`src/dac_pkg.sv`:
```
// shared constants and types of the dipole angular coefficient block
`timescale 1ns / 1ps
package dac_pkg;
  localparam int FRAC_BITS = 16;
  localparam int NUM_W = 14;
  localparam int QUO_W = 2 * FRAC_BITS + 2;
  localparam int ROOT_W = FRAC_BITS + 1;
  localparam int SREM_W = ROOT_W + 2;
  localparam int COEF_W = 17;

  localparam logic [1:0] AXIS_X = 2'd0;
  localparam logic [1:0] AXIS_Y = 2'd1;
  localparam logic [1:0] AXIS_Z = 2'd2;

  typedef struct packed {
    logic bad;
    logic neg;
    logic imag;
  } meta_t;
endpackage

```
`src/dac_if.sv`:
```
// request and response channel interfaces
`timescale 1ns / 1ps
interface dac_req_if;
  logic valid;
  logic ready;
  logic [1:0] operation;
  logic [5:0] l_bra;
  logic signed [6:0] m_bra;
  logic [5:0] l_ket;
  logic signed [6:0] m_ket;
  modport source (output valid, operation, l_bra, m_bra, l_ket, m_ket, input ready);
  modport sink (input valid, operation, l_bra, m_bra, l_ket, m_ket, output ready);
endinterface

interface dac_rsp_if;
  logic valid;
  logic ready;
  logic signed [16:0] coef_real;
  logic signed [16:0] coef_imag;
  logic invalid;
  modport source (output valid, coef_real, coef_imag, invalid, input ready);
  modport sink (input valid, coef_real, coef_imag, invalid, output ready);
endinterface

```
`src/dac_root.sv`:
```
// pipelined restoring divider followed by pipelined digit-by-digit square root
`timescale 1ns / 1ps
module dac_root
  import dac_pkg::*;
(
  input  logic              clk,
  input  logic              rst,
  input  logic              en,
  input  logic              in_valid,
  input  logic [NUM_W-1:0]  num,
  input  logic [NUM_W-1:0]  den,
  input  logic              half,
  input  meta_t             in_meta,
  output logic              out_valid,
  output logic [ROOT_W-1:0] root,
  output meta_t             out_meta
);
  logic              d_v    [QUO_W+1];
  logic [NUM_W-1:0]  d_rem  [QUO_W+1];
  logic [NUM_W-1:0]  d_den  [QUO_W+1];
  logic [QUO_W-1:0]  d_lo   [QUO_W+1];
  logic [QUO_W-1:0]  d_quo  [QUO_W+1];
  meta_t             d_meta [QUO_W+1];

  logic              s_v    [ROOT_W+1];
  logic [SREM_W-1:0] s_rem  [ROOT_W+1];
  logic [ROOT_W-1:0] s_root [ROOT_W+1];
  logic [QUO_W-1:0]  s_q    [ROOT_W+1];
  meta_t             s_meta [ROOT_W+1];

  assign d_v[0]    = in_valid;
  assign d_rem[0]  = half ? (num >> 2) : num;
  assign d_den[0]  = den;
  assign d_lo[0]   = half ? {num[1:0], {(QUO_W-2){1'b0}}} : '0;
  assign d_quo[0]  = '0;
  assign d_meta[0] = in_meta;

  for (genvar i = 0; i < QUO_W; i++) begin : g_div
    logic [NUM_W:0] trial;
    logic           fits;
    assign trial = {d_rem[i], d_lo[i][QUO_W-1]};
    assign fits  = trial >= {1'b0, d_den[i]};
    always_ff @(posedge clk) begin
      if (rst) begin
        d_v[i+1] <= 1'b0;
      end else if (en) begin
        d_v[i+1] <= d_v[i];
      end
      if (en) begin
        d_rem[i+1]  <= fits ? NUM_W'(trial - {1'b0, d_den[i]}) : trial[NUM_W-1:0];
        d_den[i+1]  <= d_den[i];
        d_lo[i+1]   <= {d_lo[i][QUO_W-2:0], 1'b0};
        d_quo[i+1]  <= {d_quo[i][QUO_W-2:0], fits};
        d_meta[i+1] <= d_meta[i];
      end
    end
  end

  assign s_v[0]    = d_v[QUO_W];
  assign s_rem[0]  = '0;
  assign s_root[0] = '0;
  assign s_q[0]    = d_quo[QUO_W];
  assign s_meta[0] = d_meta[QUO_W];

  for (genvar j = 0; j < ROOT_W; j++) begin : g_sqrt
    logic [SREM_W+1:0] x;
    logic [SREM_W+1:0] t;
    logic              ok;
    assign x  = {s_rem[j], s_q[j][QUO_W-1:QUO_W-2]};
    assign t  = {2'b00, s_root[j], 2'b01};
    assign ok = x >= t;
    always_ff @(posedge clk) begin
      if (rst) begin
        s_v[j+1] <= 1'b0;
      end else if (en) begin
        s_v[j+1] <= s_v[j];
      end
      if (en) begin
        s_rem[j+1]  <= ok ? SREM_W'(x - t) : x[SREM_W-1:0];
        s_root[j+1] <= {s_root[j][ROOT_W-2:0], ok};
        s_q[j+1]    <= {s_q[j][QUO_W-3:0], 2'b00};
        s_meta[j+1] <= s_meta[j];
      end
    end
  end

  assign out_valid = s_v[ROOT_W];
  assign root      = s_root[ROOT_W];
  assign out_meta  = s_meta[ROOT_W];
endmodule

```
`src/dipole_angular_coefficient.sv`:
```
// top level: selection rules, coefficient pipeline and response register
// Computes the dipole coupling coefficient between two spherical harmonics.
// Requests arrive on req (axis and two l,m pairs), results leave on rsp
// (real part, imaginary part, invalid flag) with 16 fraction bits.
// Every request gives exactly one response, in request order.
// The path to rsp.valid runs through 53 registers: one decode stage
// (loaded at the accepting edge), 34 divider stages (one quotient bit each),
// 17 square root stages (one root bit each) and the response register.
// Throughput is one item per cycle; the whole pipeline advances together.
// When the receiver holds rsp.ready low with a result waiting, the pipeline
// freezes and req.ready drops; nothing is lost or repeated.
// Reset (rst, synchronous) clears all valid bits; req.ready is high right
// after reset.
`timescale 1ns / 1ps
module dipole_angular_coefficient
  import dac_pkg::*;
(
  input logic     clk,
  input logic     rst,
  dac_req_if.sink   req,
  dac_rsp_if.source rsp
);
  logic              en;
  logic              v0;
  logic [NUM_W-1:0]  num0;
  logic [NUM_W-1:0]  den0;
  logic              half0;
  meta_t             meta0;
  logic [NUM_W-1:0]  num_next;
  logic [NUM_W-1:0]  den_next;
  logic              half_next;
  meta_t             meta_next;
  logic              r_valid;
  logic [ROOT_W-1:0] r_root;
  meta_t             r_meta;
  logic [ROOT_W:0]   k_sum;
  logic [COEF_W-1:0] k;
  logic [COEF_W-1:0] coef;

  assign en = !rsp.valid || rsp.ready;
  assign req.ready = en;

  always_comb begin
    int l1, m1, l2, m2, n, d, am1, am2;
    logic sgn_ok;
    l1 = int'(req.l_bra);
    m1 = int'(req.m_bra);
    l2 = int'(req.l_ket);
    m2 = int'(req.m_ket);
    am1 = m1 < 0 ? -m1 : m1;
    am2 = m2 < 0 ? -m2 : m2;
    n = 0;
    d = 1;
    sgn_ok = 1'b0;
    half_next = 1'b1;
    meta_next.bad = (am1 > l1) || (am2 > l2);
    meta_next.imag = (req.operation == AXIS_Y);
    meta_next.neg = 1'b0;
    if (!meta_next.bad && (req.operation == AXIS_X || req.operation == AXIS_Y)) begin
      if (m1 == m2 + 1 && l1 == l2 + 1) begin
        n = (l2 + m2 + 1) * (l2 + m2 + 2);
        d = (2 * l2 + 1) * (2 * l2 + 3);
        sgn_ok = 1'b1;
        meta_next.neg = (req.operation == AXIS_X);
      end else if (m1 == m2 + 1 && l1 == l2 - 1) begin
        n = (l2 - m2) * (l2 - m2 - 1);
        d = (2 * l2 - 1) * (2 * l2 + 1);
        sgn_ok = 1'b1;
        meta_next.neg = (req.operation == AXIS_Y);
      end else if (m1 == m2 - 1 && l1 == l2 + 1) begin
        n = (l2 - m2 + 1) * (l2 - m2 + 2);
        d = (2 * l2 + 1) * (2 * l2 + 3);
        sgn_ok = 1'b1;
      end else if (m1 == m2 - 1 && l1 == l2 - 1) begin
        n = (l2 + m2) * (l2 + m2 - 1);
        d = (2 * l2 - 1) * (2 * l2 + 1);
        sgn_ok = 1'b1;
        meta_next.neg = 1'b1;
      end
    end else if (!meta_next.bad && req.operation == AXIS_Z && m1 == m2) begin
      half_next = 1'b0;
      if (l1 == l2 + 1) begin
        n = (l2 - m2 + 1) * (l2 + m2 + 1);
        d = (2 * l2 + 1) * (2 * l2 + 3);
        sgn_ok = 1'b1;
      end else if (l1 == l2 - 1) begin
        n = (l2 - m2) * (l2 + m2);
        d = (2 * l2 + 1) * (2 * l2 - 1);
        sgn_ok = 1'b1;
      end
    end
    num_next = sgn_ok ? n[NUM_W-1:0] : '0;
    den_next = sgn_ok ? d[NUM_W-1:0] : NUM_W'(1);
  end

  always_ff @(posedge clk) begin
    if (rst) begin
      v0 <= 1'b0;
    end else if (en) begin
      v0 <= req.valid;
    end
    if (en) begin
      num0  <= num_next;
      den0  <= den_next;
      half0 <= half_next;
      meta0 <= meta_next;
    end
  end

  dac_root u_root (
    .clk       (clk),
    .rst       (rst),
    .en        (en),
    .in_valid  (v0),
    .num       (num0),
    .den       (den0),
    .half      (half0),
    .in_meta   (meta0),
    .out_valid (r_valid),
    .root      (r_root),
    .out_meta  (r_meta)
  );

  // nearest k with (2k-1)^2 within the quotient
  assign k_sum = {1'b0, r_root} + (ROOT_W+1)'(1);
  assign k     = COEF_W'(k_sum[ROOT_W:1]);
  assign coef  = r_meta.neg ? COEF_W'(-k) : k;

  always_ff @(posedge clk) begin
    if (rst) begin
      rsp.valid <= 1'b0;
    end else if (en) begin
      rsp.valid <= r_valid;
    end
    if (en) begin
      rsp.coef_real <= r_meta.imag ? '0 : coef;
      rsp.coef_imag <= r_meta.imag ? coef : '0;
      rsp.invalid   <= r_meta.bad;
    end
  end

`ifndef NO_ASSERTIONS
  a_invalid_zero: assert property (@(posedge clk) disable iff (rst)
    rsp.valid && rsp.invalid |-> rsp.coef_real == '0 && rsp.coef_imag == '0)
    else $error("invalid item with nonzero coefficient");
  a_one_part: assert property (@(posedge clk) disable iff (rst)
    rsp.valid |-> rsp.coef_real == '0 || rsp.coef_imag == '0)
    else $error("both parts nonzero");
  a_reset_empty: assert property (@(posedge clk) rst |=> !rsp.valid)
    else $error("response valid after reset");
  a_ready_follows: assert property (@(posedge clk) disable iff (rst)
    rsp.valid && !rsp.ready |-> !req.ready)
    else $error("request taken during stall");
`endif
endmodule
```
`src/flat_wrapper.sv`:
```
// flat-port wrapper written by rule: the top's interface ports become plain ports
module dipole_angular_coefficient_flat import dac_pkg::*;
  (clk, rst, req_valid, req_operation, req_l_bra, req_m_bra, req_l_ket, req_m_ket, req_ready, rsp_valid, rsp_coef_real, rsp_coef_imag, rsp_invalid, rsp_ready);
  dac_req_if req_i ();
  dac_rsp_if rsp_i ();
  input logic clk;
  input logic rst;
  input wire logic [$bits(req_i.valid)-1:0] req_valid;
  input wire logic [$bits(req_i.operation)-1:0] req_operation;
  input wire logic [$bits(req_i.l_bra)-1:0] req_l_bra;
  input wire logic [$bits(req_i.m_bra)-1:0] req_m_bra;
  input wire logic [$bits(req_i.l_ket)-1:0] req_l_ket;
  input wire logic [$bits(req_i.m_ket)-1:0] req_m_ket;
  output wire logic [$bits(req_i.ready)-1:0] req_ready;
  output wire logic [$bits(rsp_i.valid)-1:0] rsp_valid;
  output wire logic [$bits(rsp_i.coef_real)-1:0] rsp_coef_real;
  output wire logic [$bits(rsp_i.coef_imag)-1:0] rsp_coef_imag;
  output wire logic [$bits(rsp_i.invalid)-1:0] rsp_invalid;
  input wire logic [$bits(rsp_i.ready)-1:0] rsp_ready;
  assign req_i.valid = req_valid;
  assign req_i.operation = req_operation;
  assign req_i.l_bra = req_l_bra;
  assign req_i.m_bra = req_m_bra;
  assign req_i.l_ket = req_l_ket;
  assign req_i.m_ket = req_m_ket;
  assign req_ready = req_i.ready;
  assign rsp_valid = rsp_i.valid;
  assign rsp_coef_real = rsp_i.coef_real;
  assign rsp_coef_imag = rsp_i.coef_imag;
  assign rsp_invalid = rsp_i.invalid;
  assign rsp_i.ready = rsp_ready;
  dipole_angular_coefficient u_core (.clk(clk), .rst(rst), .req(req_i), .rsp(rsp_i));
endmodule
```
`config.mk`:
```
export PLATFORM = sky130hd
export DESIGN_NAME = dipole_angular_coefficient_flat
export DESIGN_NICKNAME = d
export VERILOG_FILES = /design/src/dac_pkg.sv /design/src/dac_if.sv /design/src/dac_root.sv /design/src/dipole_angular_coefficient.sv /design/src/flat_wrapper.sv
export SDC_FILE = /design/constraint.sdc
export NUM_CORES = 2
export LEC_CHECK = 0
export BUFFER_PORTS_ARGS = -buffer_cell sky130_fd_sc_hd__buf_4
export CORE_MARGIN = 2
export CORE_UTILIZATION = 49
export CTS_BUF_LIST = sky130_fd_sc_hd__clkbuf_4 sky130_fd_sc_hd__clkbuf_8
export DETAILED_ROUTE_END_ITERATION = 8
export PLACE_DENSITY_LB_ADDON = 0.15
export SLEW_MARGIN = 10
export SYNTH_ARGS = -nofsm -noshare
export SYNTH_HDL_FRONTEND = slang
export SYNTH_SLANG_ARGS = --single-unit
```
`constraint.sdc`:
```
create_clock -name clk -period 193.7 [get_ports clk]
set_input_delay 9.685 -clock clk [delete_from_list [all_inputs] [get_ports clk]]
set_output_delay 9.685 -clock clk [all_outputs]
set_load 0.005 [all_outputs]
```
Word-level counts from Yosys, hierarchy flattened
Index checks and enable logic that the tools add are counted.
Word-level totals
  output and inout port bits: 37
  latch bits: 0
  memories kept: 0
  bits in registers: 3066
  bits in read-only memories: 0
  bits in writable memories: 0
Cells by class
  div/mod/pow operators: 0
  bitwise logic cells: 0
  order comparisons: 55
  reduce and logical (&&, ||, !) cells: 13
  multiply operators: 8
  shift operators: 0
  $add $sub $neg: 68
  mux-type cells: 82
  equality and inequality tests: 7
Operators with widths (count)
  14-bit two-way mux: 50
  15-bit by 14-bit greater-or-equal comparator with 1-bit output: 34
  14-bit subtractor: 33
  19-bit two-way mux: 15
  32-bit by 32-bit multiplier with 14-bit output: 3
  7-bit by 32-bit equality test with 1-bit output: 2
  32-bit by 7-bit greater-than comparator with 1-bit output: 2
  32-bit two-way mux: 2
  7-bit negation with 32-bit output: 2
  8-bit by 9-bit multiplier with 14-bit output: 3
  34-bit two-way mux: 1
  8-bit by 8-bit multiplier with 14-bit output: 2
  21-bit by 10-bit greater-or-equal comparator with 1-bit output: 1
  21-bit by 11-bit greater-or-equal comparator with 1-bit output: 1
  21-bit by 12-bit greater-or-equal comparator with 1-bit output: 1
  21-bit by 13-bit greater-or-equal comparator with 1-bit output: 1
  21-bit by 14-bit greater-or-equal comparator with 1-bit output: 1
  21-bit by 15-bit greater-or-equal comparator with 1-bit output: 1
  21-bit by 16-bit greater-or-equal comparator with 1-bit output: 1
  21-bit by 17-bit greater-or-equal comparator with 1-bit output: 1
  21-bit by 18-bit greater-or-equal comparator with 1-bit output: 1
  21-bit by 3-bit greater-or-equal comparator with 1-bit output: 1
  21-bit by 4-bit greater-or-equal comparator with 1-bit output: 1
  21-bit by 5-bit greater-or-equal comparator with 1-bit output: 1
  other kinds (46): 72

Depth between registers and ports, before layout
  depth after elaboration: 9
  mapped depth: 34

By module
From an unflattened synthesis, not the netlist that was laid out.
Unflattened totals
  cells, all modules: 11086
  area total of the unflattened synthesis: 135384.8 µm²
Modules (own cells, without submodules)
  dac_root: times used 1, area each 112534.2 µm², sequential area each 72489.5 µm², cells an instance 8498
  dipole_angular_coefficient: times used 1, area each 22850.7 µm², sequential area each 2021.9 µm², cells an instance 2588

Worst setup path before layout
No wires, ideal clock.
  kind: input port to output port
  start point: in rsp_ready
  end point: out req_ready
  data required time: 184.015 ns
  path buffers: 2
  stages on the path: 4
  arrival: 75.099 ns
  setup slack: 108.916 ns
  cells stage by stage: nor2b_1 -> clkbuf_1 -> inv_2 -> clkbuf_1
Between the ends
  cells in the longest elaborated chain, start to end: 1
RTL lines
  start: declaration: RTL line flat_wrapper.sv:19  | input wire logic [$bits(rsp_i.ready)-1:0] rsp_ready;
  1-bit logical OR: RTL line dipole_angular_coefficient.sv:40  | assign en = !rsp.valid || rsp.ready;
  end: declaration: RTL line flat_wrapper.sv:14  | output wire logic [$bits(req_i.ready)-1:0] req_ready;
No other way between the ends.

Final worst setup path
Ends and elaborated chain as after synthesis.

==> results_dict.tcl <==
set metrics [dict create \
    cap_violations 0 \
    p_leak_nw 56.24 \
    required_ns 184.01 \
    port_buffers 68 \
    place.gp.congestion 0.8676 \
    drt_pass1_iterations 5 \
    drt_iter0_markers 4355 \
    setup_tns_ns 0 \
    synthFlopType "edfxtp_1" \
    core_area_um2 259500 \
    finalCritPeriodShare_pct 10.80 \
    crit_type "in -> out" \
    areaGrowthSynthToFinish_pct 10.03 \
    die_area_um2 264900 \
    wl_met1_mm 104.0 \
    placed_area_um2 132700 \
    htreeDepth 5 \
    synthTopCellsByArea "edfxtp_1 (57%), ha_1 (8.9%), fa_1 (6.1%)" \
    synth_cell_types 92 \
    synth_mux_area_share_pct 3.807 \
    outcome "finished, final reports clean" \
    post_cts_buffers 0 \
    worstMarginPinSlew_ns 1.239 \
    hold-worst-slack_ns 0.3904 \
    ys_warn_count 0 \
    cts.sinks 2466 \
    synth_fa_ha_area_share_pct 15.05 \
    hold_viol 0 \
    avgSynthCellArea_um2 13.01 \
    ys_async_sr_fraction_pct 0 \
    cts_tree "yes" \
    synth_cells 9819 \
    yosysSeqAreaShare_pct 57.53 \
    hp-class "reg -> reg" \
    wl_met2_mm 116.9 \
    synth_top_area_share_pct 56.70 \
    dp_cells 13220 \
    power_density_nw_per_um2 17.67 \
    initial_core_util_pct 49.25 \
    grt_pass1_wl_mm 384.9 \
    synth-edff-count 2413 \
    synth_area_um2 127800 \
    wirelength_mm 236.2 \
    cts_resized 0 \
    fin_area_um2 140600 \
    drv_slew 0 \
    wire_per_inst_um 16.93 \
    crit_path_end_kind "output pin" \
    grt_antenna_before_repair 2 \
    wl_met3_mm 8.947 \
    max_freq_mhz 47.78 \
    setup_viol 0 \
    cts.reportedPaths.clkPinSlew_ns 0.06 \
    synthSimpleGateAreaFrac_pct 6.966 \
    clock_latency_ns 0.98 \
    yosys_register_bits 2466 \
    layoutNonFillerInstCount 13950 \
    fp.dieW_um 514.7 \
    max_slew_margin_pct 17.24 \
    finClkSkew_ns 0.06009 \
    nNetsFinal 11560 \
    fin_crit_ns 20.93 \
    drc 0 \
    drive_gt1_share_pct 12.20 \
    cts_buffers 405 \
    grt_pass1_vias 74800 \
    cp_max_fo 134 \
    rsz0062_at_grt "false" \
    utilization_pct 54.19 \
    vias_per_cell 5.194 \
    highest_layer "met4" \
    grt_max_degree 197 \
    synth_top_family_by_area "adder cells" \
    synth_compound_area_share_pct 7.008 \
    peakVddDrop_v 0.00004169 \
    cts_hold_buf 0 \
    synth_common_cells "edfxtp_1 (2413), inv_1 (1351), ha_1 (911), nor2_1 (734), xnor2_1 (535)" \
    startpoint_type "input pin" \
    grtUsageTotal_pct 17.81 \
    yosysMostFrequentCell "edfxtp_1" \
    worstPathArrival_ns 11.24 \
    drtAntennaViolNets 0 \
    synthesis.nets 11150 \
    rows 187 \
    grt_overflow 0 \
    root_buffer "clkbuf_8" \
    vias 72470 \
    synth_top_cell_by_area "edfxtp_1" \
    clk_path_buf_depth 4 \
    fillers 21560 \
    hpwl_mm 165.4 \
    io_pins 69 \
    synth-xor-area-share_pct 5.102 \
    die_height_um 514.7 \
]
[cell families (layout without fill, tap and decap cells)]
| logic type | Yosys count | in the layout |
|---|---|---|
| AO/OA/AOI/OAI | 1399 | 1399 |
| XOR/XNOR | 730 | 730 |
| adder cells (fa/ha/maj) | 1303 | 1303 |
| multiplexers | 433 | 433 |
| buffers and inverters | 1530 | 2256 |
| flip-flops | 2466 | 2466 |
| AND/OR/NAND/NOR | 1957 | 1957 |
| other | 1 | 5 |
[cells in the final DEF, fill, tap and decap left out, drive strengths merged, types with 12 or more instances in the layout]
| master | n |
|---|---|
| clkinv | 162 |
| nor2b | 108 |
| a22oi | 25 |
| o22ai | 23 |
| a221oi | 15 |
| buf | 164 |
| o41ai | 40 |
| nand2b | 75 |
| bufinv | 12 |
| and2 | 44 |
| o31ai | 61 |
| ha | 911 |
| dfxtp | 53 |
| nor4 | 31 |
| fa | 391 |
| and3 | 26 |
| inv | 1371 |
| nor2 | 736 |
| a21oi | 459 |
| nand3 | 64 |
| o21ai | 232 |
| or3 | 30 |
| mux2 | 424 |
| a211oi | 38 |
| nor3 | 213 |
| o21a | 107 |
| nand4 | 40 |
| or4 | 13 |
| o211ai | 12 |
| a21o | 132 |
| a21boi | 68 |
| nand2 | 504 |
| o21bai | 122 |
| clkbuf | 541 |
| or2 | 39 |
| edfxtp | 2413 |
| xnor2 | 542 |
| xor2 | 184 |
[registers in the layout (all words and copies together) (netlist names), 34 cells and up]
signal	cells
u_core.u_root.g_sqrt.t	136
u_core.u_root.d_den	429
u_core.u_root.g_sqrt.x	314
u_core.u_root.d_meta	102
u_core.u_root.d_quo	595
u_core.u_root.d_rem	462
u_core.u_root.s_meta	48
u_core.u_root.s_q	240
u_core.u_root.d_v	34
[critical path, stage by stage]
cell,delay (ns)
buf_4,0.09
nor2b_4,0.03
buf_4,0.29
inv_8,0.72
buf_4,0.31
[final timing paths]
path,startpoint,to,slack [ns],cells past startpoint
worst min-delay path,u_core.u_root.d_quo[443]$_DFFE_PP_,u_core.u_root.d_quo[410]$_DFFE_PP_,0.39,0
worst max-delay path,rsp_ready,req_ready,172.77,5
worst max register to register,u_core.rsp.valid$_SDFFE_PP0P_,u_core.u_root.d_den[295]$_DFFE_PP_,187.81,8
worst min register to register,u_core.u_root.d_quo[443]$_DFFE_PP_,u_core.u_root.d_quo[410]$_DFFE_PP_,0.39,0
[area by class of cell]
| cell class | instances | area (um2) | share of cell area (%) |
|---|---|---|---|
| Sequential cell | 2466 | 73520 | 52.29 |
| Multi-Input combinational cell | 5823 | 48550 | 34.53 |
| Clock buffer | 541 | 6670 | 4.744 |
| Inverter | 1366 | 5135 | 3.652 |
| Tap cell | 3402 | 4257 | 3.027 |
| Timing Repair Buffer | 164 | 1294 | 0.9201 |
| Clock inverter | 185 | 1179 | 0.8382 |
| Antenna cell | 4 | 10.01 | 0.007118 |
[through the flow]
step / power [mW] / setup slack (ns)
2_1_floorplan: 1.733 / 108.92
3_3_place_gp: 2.033 / 172.75
3_5_place_dp: 2.059 / 172.72
4_1_cts: 2.523 / 172.72
5_1_grt: 2.686 / 172.61
6_report: 2.484 / 172.77
[report_power, final]
group,total (mW),internal (mW),switching [mW]
clock network,0.442,0.240,0.202
registers,0.898,0.820,0.0779
logic,1.14,0.519,0.626
[layer usage]
metal	GRT usage, %	up-vias
met1	22.81	35490
met4	5.625	0
met2	30.88	1145
li1	-	35400
met5	0	-
met3	2.849	427
No activity file was read; power rests on OpenSTA's default activity.
